## src/rtl/itp_pkg.sv

```systemverilog
package itp_pkg;

  localparam int COUNT_BITS_DEF = 16;
  localparam int VALUE_BITS_DEF = 64;

  localparam int BASE_W     = 6;
  localparam int WIDTH_W    = 16;
  localparam int OFFSET_W   = 16;
  localparam int OUT_VAL_W  = 64;
  localparam int ERR_W      = 2;
  localparam int CFG_IDX_W  = 2;
  localparam int CFG_DATA_W = 16;

  localparam logic [CFG_IDX_W-1:0] REG_NUMBER_BASE = 2'd0;
  localparam logic [CFG_IDX_W-1:0] REG_SIGNED_MODE = 2'd1;
  localparam logic [CFG_IDX_W-1:0] REG_MAX_WIDTH   = 2'd2;

  localparam logic [BASE_W-1:0]  BASE_AUTO    = 6'd0;
  localparam logic [BASE_W-1:0]  BASE_INVALID = 6'd1;
  localparam logic [BASE_W-1:0]  BASE_MIN     = 6'd2;
  localparam logic [BASE_W-1:0]  BASE_OCTAL   = 6'd8;
  localparam logic [BASE_W-1:0]  BASE_DECIMAL = 6'd10;
  localparam logic [BASE_W-1:0]  BASE_HEX     = 6'd16;
  localparam logic [BASE_W-1:0]  BASE_MAX     = 6'd36;

  localparam logic [WIDTH_W-1:0]  MAX_WIDTH_RESET = 16'hFFFF;
  localparam logic [OFFSET_W-1:0] OFFSET_MAX      = 16'hFFFF;

  localparam logic [ERR_W-1:0] ERR_NONE    = 2'd0;
  localparam logic [ERR_W-1:0] ERR_INVALID = 2'd1;
  localparam logic [ERR_W-1:0] ERR_RANGE   = 2'd2;

  typedef enum logic [2:0] {
    PH_START,
    PH_SPACE,
    PH_SIGN,
    PH_PREFIX,
    PH_AFTER_ZERO,
    PH_DIGITS,
    PH_SKIP,
    PH_DONE
  } phase_t;

  typedef struct packed {
    logic [BASE_W-1:0]  number_base;
    logic               signed_mode;
    logic [WIDTH_W-1:0] max_width;
  } cfg_t;

  typedef struct packed {
    logic              is_space;
    logic              is_plus;
    logic              is_minus;
    logic              is_zero;
    logic              is_x;
    logic              dig_valid;
    logic [BASE_W-1:0] dig;
    logic              last;
  } token_t;

  localparam token_t END_TOKEN = '0;

endpackage

```

## src/rtl/itp_front.sv

```systemverilog
module itp_front (
  input  logic                 in_valid,
  input  logic [7:0]           in_ch,
  input  logic                 in_last,
  input  logic                 q_full,
  output logic                 in_stall,
  output logic                 push,
  output itp_pkg::token_t      token
);

  localparam logic [7:0] CH_TAB   = 8'd9;
  localparam logic [7:0] CH_CR    = 8'd13;
  localparam logic [7:0] CH_SPACE = 8'd32;
  localparam logic [7:0] CH_PLUS  = 8'd43;
  localparam logic [7:0] CH_MINUS = 8'd45;
  localparam logic [7:0] CH_ZERO  = 8'd48;
  localparam logic [7:0] CH_NINE  = 8'd57;
  localparam logic [7:0] CH_UP_A  = 8'd65;
  localparam logic [7:0] CH_UP_X  = 8'd88;
  localparam logic [7:0] CH_UP_Z  = 8'd90;
  localparam logic [7:0] CH_LO_A  = 8'd97;
  localparam logic [7:0] CH_LO_X  = 8'd120;
  localparam logic [7:0] CH_LO_Z  = 8'd122;
  localparam logic [7:0] LETTER_OFS = 8'd10;

  assign in_stall = q_full;
  assign push     = in_valid && !q_full;

  always_comb begin
    token           = itp_pkg::END_TOKEN;
    token.last      = in_last;
    token.is_space  = (in_ch == CH_SPACE) || (in_ch >= CH_TAB && in_ch <= CH_CR);
    token.is_plus   = (in_ch == CH_PLUS);
    token.is_minus  = (in_ch == CH_MINUS);
    token.is_zero   = (in_ch == CH_ZERO);
    token.is_x      = (in_ch == CH_LO_X) || (in_ch == CH_UP_X);
    if (in_ch >= CH_ZERO && in_ch <= CH_NINE) begin
      token.dig_valid = 1'b1;
      token.dig       = itp_pkg::BASE_W'(in_ch - CH_ZERO);
    end else if (in_ch >= CH_LO_A && in_ch <= CH_LO_Z) begin
      token.dig_valid = 1'b1;
      token.dig       = itp_pkg::BASE_W'(in_ch - CH_LO_A + LETTER_OFS);
    end else if (in_ch >= CH_UP_A && in_ch <= CH_UP_Z) begin
      token.dig_valid = 1'b1;
      token.dig       = itp_pkg::BASE_W'(in_ch - CH_UP_A + LETTER_OFS);
    end
  end

endmodule

```

## src/rtl/itp_queue.sv

```systemverilog
module itp_queue (
  input  logic             clk,
  input  logic             rst_n,
  input  logic             push,
  input  itp_pkg::token_t  push_token,
  input  logic             pop,
  output logic             full,
  output logic             q_valid,
  output itp_pkg::token_t  q_token
);

  localparam int DEPTH = 2;
  localparam int PTR_W = $clog2(DEPTH);
  localparam int CNT_W = $clog2(DEPTH + 1);

  itp_pkg::token_t   entry_r [DEPTH];
  logic [PTR_W-1:0]  wr_ptr_r;
  logic [PTR_W-1:0]  rd_ptr_r;
  logic [CNT_W-1:0]  count_r;
  logic [CNT_W-1:0]  count_nxt;

  assign full    = (count_r == CNT_W'(DEPTH));
  assign q_valid = (count_r != '0);
  assign q_token = entry_r[rd_ptr_r];

  always_comb begin
    count_nxt = count_r;
    if (push && !pop) begin
      count_nxt = count_r + CNT_W'(1);
    end else if (pop && !push) begin
      count_nxt = count_r - CNT_W'(1);
    end
  end

  always_ff @(posedge clk) begin
    if (!rst_n) begin
      wr_ptr_r <= '0;
      rd_ptr_r <= '0;
      count_r  <= '0;
    end else begin
      count_r <= count_nxt;
      if (push) begin
        wr_ptr_r <= (wr_ptr_r == PTR_W'(DEPTH - 1)) ? '0 : wr_ptr_r + PTR_W'(1);
      end
      if (pop) begin
        rd_ptr_r <= (rd_ptr_r == PTR_W'(DEPTH - 1)) ? '0 : rd_ptr_r + PTR_W'(1);
      end
    end
  end

  always_ff @(posedge clk) begin
    if (push) begin
      entry_r[wr_ptr_r] <= push_token;
    end
  end

endmodule

```

## src/rtl/itp_back.sv

```systemverilog
module itp_back #(
  parameter int COUNT_BITS = itp_pkg::COUNT_BITS_DEF,
  parameter int VALUE_BITS = itp_pkg::VALUE_BITS_DEF
) (
  input  logic                              clk,
  input  logic                              rst_n,
  input  itp_pkg::cfg_t                     cfg,
  input  logic                              q_valid,
  input  itp_pkg::token_t                   q_token,
  output logic                              q_pop,
  output logic                              out_valid,
  input  logic                              out_stall,
  output logic [itp_pkg::OUT_VAL_W-1:0]     out_value,
  output logic [itp_pkg::OFFSET_W-1:0]      out_end_offset,
  output logic [itp_pkg::ERR_W-1:0]         out_error_code
);

  localparam int BW     = itp_pkg::BASE_W;
  localparam int WW     = itp_pkg::WIDTH_W;
  localparam int PROD_W = VALUE_BITS + BW + 1;
  localparam int POS_W  = (COUNT_BITS > itp_pkg::OFFSET_W) ? COUNT_BITS : itp_pkg::OFFSET_W;

  localparam logic [VALUE_BITS-1:0] TOP_VAL  = {1'b1, {(VALUE_BITS-1){1'b0}}};
  localparam logic [VALUE_BITS-1:0] MAX_POS  = {1'b0, {(VALUE_BITS-1){1'b1}}};
  localparam logic [VALUE_BITS-1:0] ALL_ONES = {VALUE_BITS{1'b1}};
  localparam logic [COUNT_BITS-1:0] POS_SAT  = {COUNT_BITS{1'b1}};

  itp_pkg::phase_t        phase_r, phase_nxt;
  logic                   end_pass_r, end_pass_nxt;
  logic                   mul_pend_r, mul_pend_nxt;
  logic                   neg_r, neg_nxt;
  logic                   sgn_r, sgn_nxt;
  logic [VALUE_BITS-1:0]  acc_r, acc_nxt;
  logic [BW-1:0]          base_r, base_nxt;
  logic [WW-1:0]          wl_r, wl_nxt;
  logic [COUNT_BITS-1:0]  pos_r, pos_nxt;
  logic [itp_pkg::ERR_W-1:0] err_r, err_nxt;
  logic [PROD_W-1:0]      prod_r, prod_nxt;

  logic                   out_valid_r, out_valid_nxt;
  logic [itp_pkg::OUT_VAL_W-1:0] out_value_r;
  logic [itp_pkg::OFFSET_W-1:0]  out_offset_r;
  logic [itp_pkg::ERR_W-1:0]     out_err_r;

  itp_pkg::token_t        cls;
  logic                   finish_req;
  logic                   done_char;
  logic                   pop_c;
  logic                   advance;
  logic                   out_free;
  logic                   wl_pos;
  logic                   dig_ok;
  logic [BW-1:0]          b;
  logic [VALUE_BITS-1:0]  limit;
  logic [VALUE_BITS-1:0]  fin_limit;
  logic [VALUE_BITS-1:0]  fin_val;
  logic [POS_W-1:0]       pos_ext;
  logic [itp_pkg::OFFSET_W-1:0] fin_offset;

  assign out_free = !out_valid_r || !out_stall;
  assign advance  = q_valid && (!finish_req || out_free);
  assign q_pop    = advance && pop_c;

  assign cls    = end_pass_r ? itp_pkg::END_TOKEN : q_token;
  assign wl_pos = (wl_r != '0);
  assign dig_ok = cls.dig_valid && (cls.dig < base_r);
  assign limit  = sgn_r ? (neg_r ? TOP_VAL : MAX_POS) : ALL_ONES;

  always_comb begin
    phase_nxt    = phase_r;
    end_pass_nxt = end_pass_r;
    mul_pend_nxt = mul_pend_r;
    neg_nxt      = neg_r;
    sgn_nxt      = sgn_r;
    acc_nxt      = acc_r;
    base_nxt     = base_r;
    wl_nxt       = wl_r;
    pos_nxt      = pos_r;
    err_nxt      = err_r;
    prod_nxt     = prod_r;
    finish_req   = 1'b0;
    done_char    = 1'b0;
    pop_c        = 1'b0;
    b            = base_r;

    unique case (phase_r)
      itp_pkg::PH_START: begin
        base_nxt = cfg.number_base;
        sgn_nxt  = cfg.signed_mode;
        wl_nxt   = cfg.max_width;
        pos_nxt  = '0;
        neg_nxt  = 1'b0;
        acc_nxt  = '0;
        err_nxt  = itp_pkg::ERR_NONE;
        if (cfg.number_base > itp_pkg::BASE_MAX || cfg.number_base == itp_pkg::BASE_INVALID) begin
          err_nxt    = itp_pkg::ERR_INVALID;
          finish_req = 1'b1;
        end else begin
          phase_nxt = itp_pkg::PH_SPACE;
        end
      end
      itp_pkg::PH_SPACE: begin
        if (cls.is_space) begin
          pos_nxt   = (pos_r == POS_SAT) ? pos_r : pos_r + COUNT_BITS'(1);
          done_char = 1'b1;
        end else begin
          phase_nxt = itp_pkg::PH_SIGN;
        end
      end
      itp_pkg::PH_SIGN: begin
        phase_nxt = itp_pkg::PH_PREFIX;
        if (wl_pos && (cls.is_plus || cls.is_minus)) begin
          neg_nxt   = cls.is_minus;
          pos_nxt   = (pos_r == POS_SAT) ? pos_r : pos_r + COUNT_BITS'(1);
          wl_nxt    = wl_r - WW'(1);
          done_char = 1'b1;
        end
      end
      itp_pkg::PH_PREFIX: begin
        if (wl_pos && cls.is_zero &&
            (base_r == itp_pkg::BASE_AUTO || base_r == itp_pkg::BASE_HEX)) begin
          pos_nxt   = (pos_r == POS_SAT) ? pos_r : pos_r + COUNT_BITS'(1);
          wl_nxt    = wl_r - WW'(1);
          phase_nxt = itp_pkg::PH_AFTER_ZERO;
          done_char = 1'b1;
        end else begin
          if (wl_pos) begin
            b        = (base_r == itp_pkg::BASE_AUTO) ? itp_pkg::BASE_DECIMAL : base_r;
            base_nxt = b;
            if (!cls.dig_valid || cls.dig >= b) begin
              err_nxt = itp_pkg::ERR_INVALID;
            end
          end
          phase_nxt = itp_pkg::PH_DIGITS;
        end
      end
      itp_pkg::PH_AFTER_ZERO: begin
        phase_nxt = itp_pkg::PH_DIGITS;
        if (wl_pos && cls.is_x) begin
          pos_nxt   = (pos_r == POS_SAT) ? pos_r : pos_r + COUNT_BITS'(1);
          wl_nxt    = wl_r - WW'(1);
          base_nxt  = itp_pkg::BASE_HEX;
          done_char = 1'b1;
        end else if (base_r == itp_pkg::BASE_AUTO) begin
          base_nxt = itp_pkg::BASE_OCTAL;
        end
      end
      itp_pkg::PH_DIGITS: begin
        if (wl_pos && dig_ok && base_r >= itp_pkg::BASE_MIN) begin
          if (!mul_pend_r) begin
            prod_nxt     = PROD_W'(acc_r) * PROD_W'(base_r) + PROD_W'(cls.dig);
            mul_pend_nxt = 1'b1;
          end else begin
            mul_pend_nxt = 1'b0;
            if (prod_r <= PROD_W'(limit)) begin
              acc_nxt   = prod_r[VALUE_BITS-1:0];
              pos_nxt   = (pos_r == POS_SAT) ? pos_r : pos_r + COUNT_BITS'(1);
              wl_nxt    = wl_r - WW'(1);
              done_char = 1'b1;
            end else begin
              err_nxt   = itp_pkg::ERR_RANGE;
              phase_nxt = itp_pkg::PH_SKIP;
            end
          end
        end else begin
          finish_req = 1'b1;
        end
      end
      itp_pkg::PH_SKIP: begin
        if (dig_ok) begin
          pos_nxt   = (pos_r == POS_SAT) ? pos_r : pos_r + COUNT_BITS'(1);
          done_char = 1'b1;
        end else begin
          finish_req = 1'b1;
        end
      end
      itp_pkg::PH_DONE: begin
        done_char = 1'b1;
      end
      default: begin
        phase_nxt = itp_pkg::PH_START;
      end
    endcase

    if (finish_req) begin
      phase_nxt = itp_pkg::PH_DONE;
      done_char = 1'b1;
    end

    if (done_char) begin
      if (q_token.last && !end_pass_r && phase_nxt != itp_pkg::PH_DONE) begin
        end_pass_nxt = 1'b1;
      end else begin
        pop_c        = 1'b1;
        end_pass_nxt = 1'b0;
        if (q_token.last) begin
          phase_nxt = itp_pkg::PH_START;
        end
      end
    end
  end

  always_comb begin
    fin_limit = sgn_nxt ? (neg_nxt ? TOP_VAL : MAX_POS) : ALL_ONES;
    if (err_nxt == itp_pkg::ERR_RANGE) begin
      fin_val = fin_limit;
    end else if (neg_nxt) begin
      fin_val = (~acc_nxt) + VALUE_BITS'(1);
    end else begin
      fin_val = acc_nxt;
    end
    pos_ext    = POS_W'(pos_nxt);
    fin_offset = (pos_ext > POS_W'(itp_pkg::OFFSET_MAX)) ? itp_pkg::OFFSET_MAX
                                                          : pos_ext[itp_pkg::OFFSET_W-1:0];
  end

  always_comb begin
    out_valid_nxt = out_valid_r;
    if (advance && finish_req) begin
      out_valid_nxt = 1'b1;
    end else if (out_valid_r && !out_stall) begin
      out_valid_nxt = 1'b0;
    end
  end

  always_ff @(posedge clk) begin
    if (!rst_n) begin
      phase_r     <= itp_pkg::PH_START;
      end_pass_r  <= 1'b0;
      mul_pend_r  <= 1'b0;
      out_valid_r <= 1'b0;
    end else begin
      out_valid_r <= out_valid_nxt;
      if (advance) begin
        phase_r    <= phase_nxt;
        end_pass_r <= end_pass_nxt;
        mul_pend_r <= mul_pend_nxt;
      end
    end
  end

  always_ff @(posedge clk) begin
    if (advance) begin
      neg_r  <= neg_nxt;
      sgn_r  <= sgn_nxt;
      acc_r  <= acc_nxt;
      base_r <= base_nxt;
      wl_r   <= wl_nxt;
      pos_r  <= pos_nxt;
      err_r  <= err_nxt;
      prod_r <= prod_nxt;
    end
    if (advance && finish_req) begin
      out_value_r  <= itp_pkg::OUT_VAL_W'(fin_val);
      out_offset_r <= fin_offset;
      out_err_r    <= err_nxt;
    end
  end

  assign out_valid      = out_valid_r;
  assign out_value      = out_value_r;
  assign out_end_offset = out_offset_r;
  assign out_error_code = out_err_r;

endmodule

```

## src/rtl/integer_text_parser_unit.sv

```systemverilog
// Channel  Handshake             Payload
// in       in_valid / in_stall   in_ch[7:0], in_last
// out      out_valid / out_stall out_value[63:0], out_end_offset[15:0], out_error_code[1:0]
// cfg      cfg_valid / cfg_ready cfg_index[1:0], cfg_data[15:0]
//
// A character enters a two-entry queue in the cycle it is accepted; the back end's phase
// sequencer then takes it one step at a time, waiting while a finished result cannot enter
// the stalled output register. A taken digit is multiplied by the base, then compared
// against the limit and committed. A string's first character may pass the start, space,
// sign, prefix and digit steps; a final character adds an end-of-string pass.
// rst_n is synchronous and active low; it empties the queue and the result register.
// in_stall rises only when the queue is full; cfg_ready is always high.
module integer_text_parser_unit #(
  parameter int COUNT_BITS = itp_pkg::COUNT_BITS_DEF,
  parameter int VALUE_BITS = itp_pkg::VALUE_BITS_DEF
) (
  input  logic                               clk,
  input  logic                               rst_n,
  input  logic                               in_valid,
  output logic                               in_stall,
  input  logic [7:0]                         in_ch,
  input  logic                               in_last,
  output logic                               out_valid,
  input  logic                               out_stall,
  output logic [itp_pkg::OUT_VAL_W-1:0]      out_value,
  output logic [itp_pkg::OFFSET_W-1:0]       out_end_offset,
  output logic [itp_pkg::ERR_W-1:0]          out_error_code,
  input  logic                               cfg_valid,
  output logic                               cfg_ready,
  input  logic [itp_pkg::CFG_IDX_W-1:0]      cfg_index,
  input  logic [itp_pkg::CFG_DATA_W-1:0]     cfg_data
);

  itp_pkg::cfg_t   cfg_r;
  itp_pkg::token_t push_token;
  itp_pkg::token_t q_token;
  logic            push;
  logic            q_full;
  logic            q_valid;
  logic            q_pop;

  assign cfg_ready = 1'b1;

  always_ff @(posedge clk) begin
    if (!rst_n) begin
      cfg_r.number_base <= itp_pkg::BASE_DECIMAL;
      cfg_r.signed_mode <= 1'b1;
      cfg_r.max_width   <= itp_pkg::MAX_WIDTH_RESET;
    end else if (cfg_valid && cfg_ready) begin
      unique case (cfg_index)
        itp_pkg::REG_NUMBER_BASE: cfg_r.number_base <= cfg_data[itp_pkg::BASE_W-1:0];
        itp_pkg::REG_SIGNED_MODE: cfg_r.signed_mode <= cfg_data[0];
        itp_pkg::REG_MAX_WIDTH:   cfg_r.max_width   <= cfg_data[itp_pkg::WIDTH_W-1:0];
        default: ;
      endcase
    end
  end

  itp_front u_front (
    .in_valid (in_valid),
    .in_ch    (in_ch),
    .in_last  (in_last),
    .q_full   (q_full),
    .in_stall (in_stall),
    .push     (push),
    .token    (push_token)
  );

  itp_queue u_queue (
    .clk        (clk),
    .rst_n      (rst_n),
    .push       (push),
    .push_token (push_token),
    .pop        (q_pop),
    .full       (q_full),
    .q_valid    (q_valid),
    .q_token    (q_token)
  );

  itp_back #(
    .COUNT_BITS (COUNT_BITS),
    .VALUE_BITS (VALUE_BITS)
  ) u_back (
    .clk            (clk),
    .rst_n          (rst_n),
    .cfg            (cfg_r),
    .q_valid        (q_valid),
    .q_token        (q_token),
    .q_pop          (q_pop),
    .out_valid      (out_valid),
    .out_stall      (out_stall),
    .out_value      (out_value),
    .out_end_offset (out_end_offset),
    .out_error_code (out_error_code)
  );

  a_accept_queued: assert property (@(posedge clk) disable iff (!rst_n)
    in_valid && !in_stall |=> q_valid)
    else $error("accepted character missing from queue");

  a_code_known: assert property (@(posedge clk) disable iff (!rst_n)
    out_valid |-> (out_error_code == itp_pkg::ERR_NONE ||
                   out_error_code == itp_pkg::ERR_INVALID ||
                   out_error_code == itp_pkg::ERR_RANGE))
    else $error("undefined error code on result");

  a_invalid_zero: assert property (@(posedge clk) disable iff (!rst_n)
    out_valid && out_error_code == itp_pkg::ERR_INVALID |-> out_value == '0)
    else $error("invalid parse with nonzero value");

  a_range_saturated: assert property (@(posedge clk) disable iff (!rst_n)
    out_valid && out_error_code == itp_pkg::ERR_RANGE |->
      (&out_value[VALUE_BITS-2:0]) || !(|out_value[VALUE_BITS-2:0]))
    else $error("range error without saturated value");

endmodule

```

## config.mk

```make
export PLATFORM = sky130hd
export DESIGN_NAME = integer_text_parser_unit
export DESIGN_NICKNAME = d
export VERILOG_FILES = /design/src/rtl/itp_pkg.sv /design/src/rtl/itp_front.sv /design/src/rtl/itp_queue.sv /design/src/rtl/itp_back.sv /design/src/rtl/integer_text_parser_unit.sv
export SDC_FILE = /design/constraint.sdc
export NUM_CORES = 2
export LEC_CHECK = 0
export BUFFER_PORTS_ARGS = -buffer_cell sky130_fd_sc_hd__buf_2
export CAP_MARGIN = 20
export CORE_UTILIZATION = 35
export CTS_BUF_LIST = sky130_fd_sc_hd__clkbuf_8
export CTS_CLUSTER_SIZE = 10
export DETAILED_ROUTE_END_ITERATION = 12
export MAX_ROUTING_LAYER = met4
export SETUP_SLACK_MARGIN = 0.3
export SLEW_MARGIN = 15
export SYNTH_ARGS = -nofsm -noshare
export SYNTH_HDL_FRONTEND = slang
export SYNTH_HIERARCHICAL = 1
export SYNTH_SLANG_ARGS = --single-unit
```

## constraint.sdc

```tcl
create_clock -name clk -period 13.87 [get_ports clk]
set_input_delay 0 -clock clk [delete_from_list [all_inputs] [get_ports clk]]
set_output_delay 0 -clock clk [all_outputs]
set_load 0.01 [all_outputs]
```

==> flow_metrics.tcl <==
set metrics [dict create \
    dr_total_vias 24200 \
    slew_violations 0 \
    crit_slowest_cell "edfxtp_1" \
    tightest_slew_ns 1.00 \
    required_ns 14.26 \
    dp_slack_ns 6.52 \
    synthMuxAreaShare 0.0105 \
    fp-row-count 107 \
    dr.pass1.iters 6 \
    finalCritPeriodShare 0.534 \
    wl_mm 83.9 \
    start_kind "register" \
    ys_async_sr_fraction 0 \
    synth_seq_cells 319 \
    clock_latency_ns 0.63 \
    cts.htree.levels 2 \
    syn_inst 3231 \
    cts_tree "yes" \
    avgSynthCellArea_um2 9.37 \
    grt_usage 0.197 \
    crit_type "register to register" \
    yosysTopAreaCell "edfxtp_1" \
    grt_start_max_net_pins 73 \
    worst_slack_ns 6.46 \
    core_area_um2 85400 \
    routed_via_density 5.42 \
    synth_top_family_by_area "adder cells" \
    yosysTopAreaCellShare 0.283 \
    grt_remaining_overflow 0 \
    syn_area_um2 30300 \
    grt_pass1_wl_mm 133 \
    gp_congestion 0.914 \
    clockRootBuffer "clkbuf_8" \
    cp_top_family "compound AO/OA/AOI/OAI gates" \
    setup_tns_ns 0 \
    detail_route.wl_per_cell_um 18.8 \
    synth_common_cells "521 x nand2_1, 348 x inv_1, 285 x edfxtp_1, 252 x fa_1, 195 x ha_1" \
    status "finished clean" \
    grt_pass1_vias 23800 \
    synthSimpleGateAreaFrac 0.162 \
    path_cells "nand2_4, inv_2, ha_1, a21oi_1, o41ai_1, a311oi_1, o31a_1, a21oi_1, nor2_1, buf_4, and3_2, a22oi_1, ha_1, inv_1, o32ai_1, nand3_2, or4_1, nor3_4, mux2i_1, a2111oi_0" \
    dieHeight_um 296 \
    timing.critical_path.buf_inv 3 \
    drive_gt1_frac 0.0902 \
    crit_fanout 32 \
    syn2layout_area_growth_pct 9.92 \
    post-place-cells 4325 \
    cp_slowest_stage_delay_ns 0.87 \
    dp_hpwl_mm 62.2 \
    die_w_um 296 \
    synth.most_common_cell "nand2_1" \
    drv_cap 0 \
    yosysWarnings 6 \
    route.detailed.drc 0 \
    hold_viol 0 \
    min_period_ns 7.41 \
    ctsResizeCount 0 \
    slew_headroom 0.333 \
    synth_xor_area_frac 0.0396 \
    ios 117 \
    syn-num-nets 3710 \
    synthAdderAreaFrac 0.254 \
    cts_made_buffers 50 \
    synth_area_leaders "edfxtp_1 28%, fa_1 17%, ha_1 8.1%, nand2_1 6.5%, inv_1 4.3%" \
    initial_core_util 0.355 \
    antenna_left 0 \
    synth-seq-area-share 0.305 \
    ys.flop_type "edfxtp_1" \
    worstSetupEndpointType "register" \
    cts_max_path_buffers 3 \
    max_freq_mhz 135 \
    critPathArrivalTime_ns 7.80 \
    final_area_um2 33300 \
    drtIter0Drc 1972 \
    post_dp_cell_area_um2 31800 \
    synth_edf_count 285 \
    clkSinkCount 319 \
    rsz0062_at_grt "no" \
    synth-compound-area-share 0.159 \
    ys_types 109 \
    clk_pin_slew_ns 0.07 \
    multiInputGateArea_um2 19000 \
    layout.nets 3757 \
    dieArea_um2 87700 \
    regArea_um2 9240 \
    finClkSkew_ns 0.0416 \
    io_buffers 115 \
    final_cells 4461 \
    antenna_found_initial 2 \
    n_fill_cell 8546 \
    hold_class "primary input to register" \
    final-setup-viol-count 0 \
]
==> worst register-to-register path, cell delays in order (launching register included) <==
cell and delay (ns):
edfxtp_1 0.87, nand2_4 0.31, inv_2 0.56, ha_1 0.30, a21oi_1 0.05, o41ai_1 0.45, a311oi_1 0.15, o31a_1 0.29
a21oi_1 0.51, nor2_1 0.11, buf_4 0.24, and3_2 0.25, a22oi_1 0.30, ha_1 0.36, inv_1 0.06, o32ai_1 0.42
nand3_2 0.22, or4_1 0.79, nor3_4 0.45, mux2i_1 0.13, a2111oi_0 0.37
==> final cells by class <==
type | instances | share of cell area
antenna | 1 | 0.0000752
clock buffer | 51 | 0.0211
clock inverter | 39 | 0.0112
inverter | 350 | 0.0395
multi-input combinational | 2366 | 0.570
sequential | 319 | 0.277
tap | 1144 | 0.0430
timing repair buffer | 191 | 0.0378
==> cells in the final DEF (no fill, tap or decap), types with 26 or more instances in the layout <==
cell           Yosys  final
nand2_1          521    521
inv_1            348    359
edfxtp_1         285    285
fa_1             252    252
ha_1             195    195
a21oi_1          177    177
nor2_1           148    146
o21ai_0          131    130
buf_2             14    115
xnor2_1           72     71
xor2_1            65     65
a21o_1            54     54
clkbuf_8           0     51
a22o_1            46     46
dlygate4sd3_1      0     45
nand3_1           45     45
nor3_1            41     39
a31oi_1           36     36
dfxtp_1           34     34
and2_1            34     34
nor2b_1           31     31
buf_4              3     31
o22ai_1           27     27
nand4_1           26     26
==> through the flow <==
stage               hold WS (ns)   util
finish                    0.0509  0.390
floorplan                  0.117      -
global route              0.0536  0.390
detailed placement         0.198  0.372
global placement           0.199  0.372
CTS                       0.0113  0.390
==> per-layer routing <==
layer	share of wire	GRT usage
met1	0.46	0.275
met2	0.43	0.290
met3	0.081	0.0350
met4	0.027	0.0561
met5	0	-
==> path summary, 6_finish.rpt <==
path	end	start	depth (start not counted)	slack [ns]
setup / recovery	u_back/out_value[62]$_DFFE_PP_	u_back/neg_r$_DFFE_PP_	20	6.46
hold reg to reg	u_queue/count_r[1]$_SDFFE_PN0P_	u_queue/count_r[1]$_SDFFE_PN0P_	2	0.49
hold / removal	u_queue/entry_r[1][5]$_DFFE_PP_	in_ch[4]	4	0.05
setup reg to reg	u_back/out_value[62]$_DFFE_PP_	u_back/neg_r$_DFFE_PP_	20	6.46
==> logic make-up after synthesis <==
group	count (synthesis)
flip-flops	319
AND/OR/NAND/NOR	1026
buffers and inverters	546
adder cells (fa/ha/maj)	468
AO/OA/AOI/OAI	704
multiplexers	30
other	1
XOR/XNOR	137
==> state kept, by name, summed over array words and instances, names as in the netlist, named ones only <==
name / flops
u_back/out_value: 64
u_back/end_pass_r: 1
u_back/pos_r: 16
u_back/acc_r: 64
u_back/mul_pend_r: 1
u_queue/entry_r: 26
u_queue/count_r: 2
u_back/prod_r: 71
u_back/out_valid: 1
cfg_r: 23
u_back/out_error_code: 2
u_queue/rd_ptr_r: 1
u_back/sgn_r: 1
u_back/base_r: 6
u_back/neg_r: 1
u_back/phase_r: 3
u_back/wl_r: 16
u_back/out_end_offset: 16
u_queue/wr_ptr_r: 1
u_back/err_r: 2
==> timing repair <==
action | CTS | global route
hold endpoints to repair | 53 | 0
buffers inserted | 0 | 0
hold buffers | 45 | 0
Power is not shown: default switching activity piles up to over one toggle a cycle in this logic, so the estimate is an artifact.
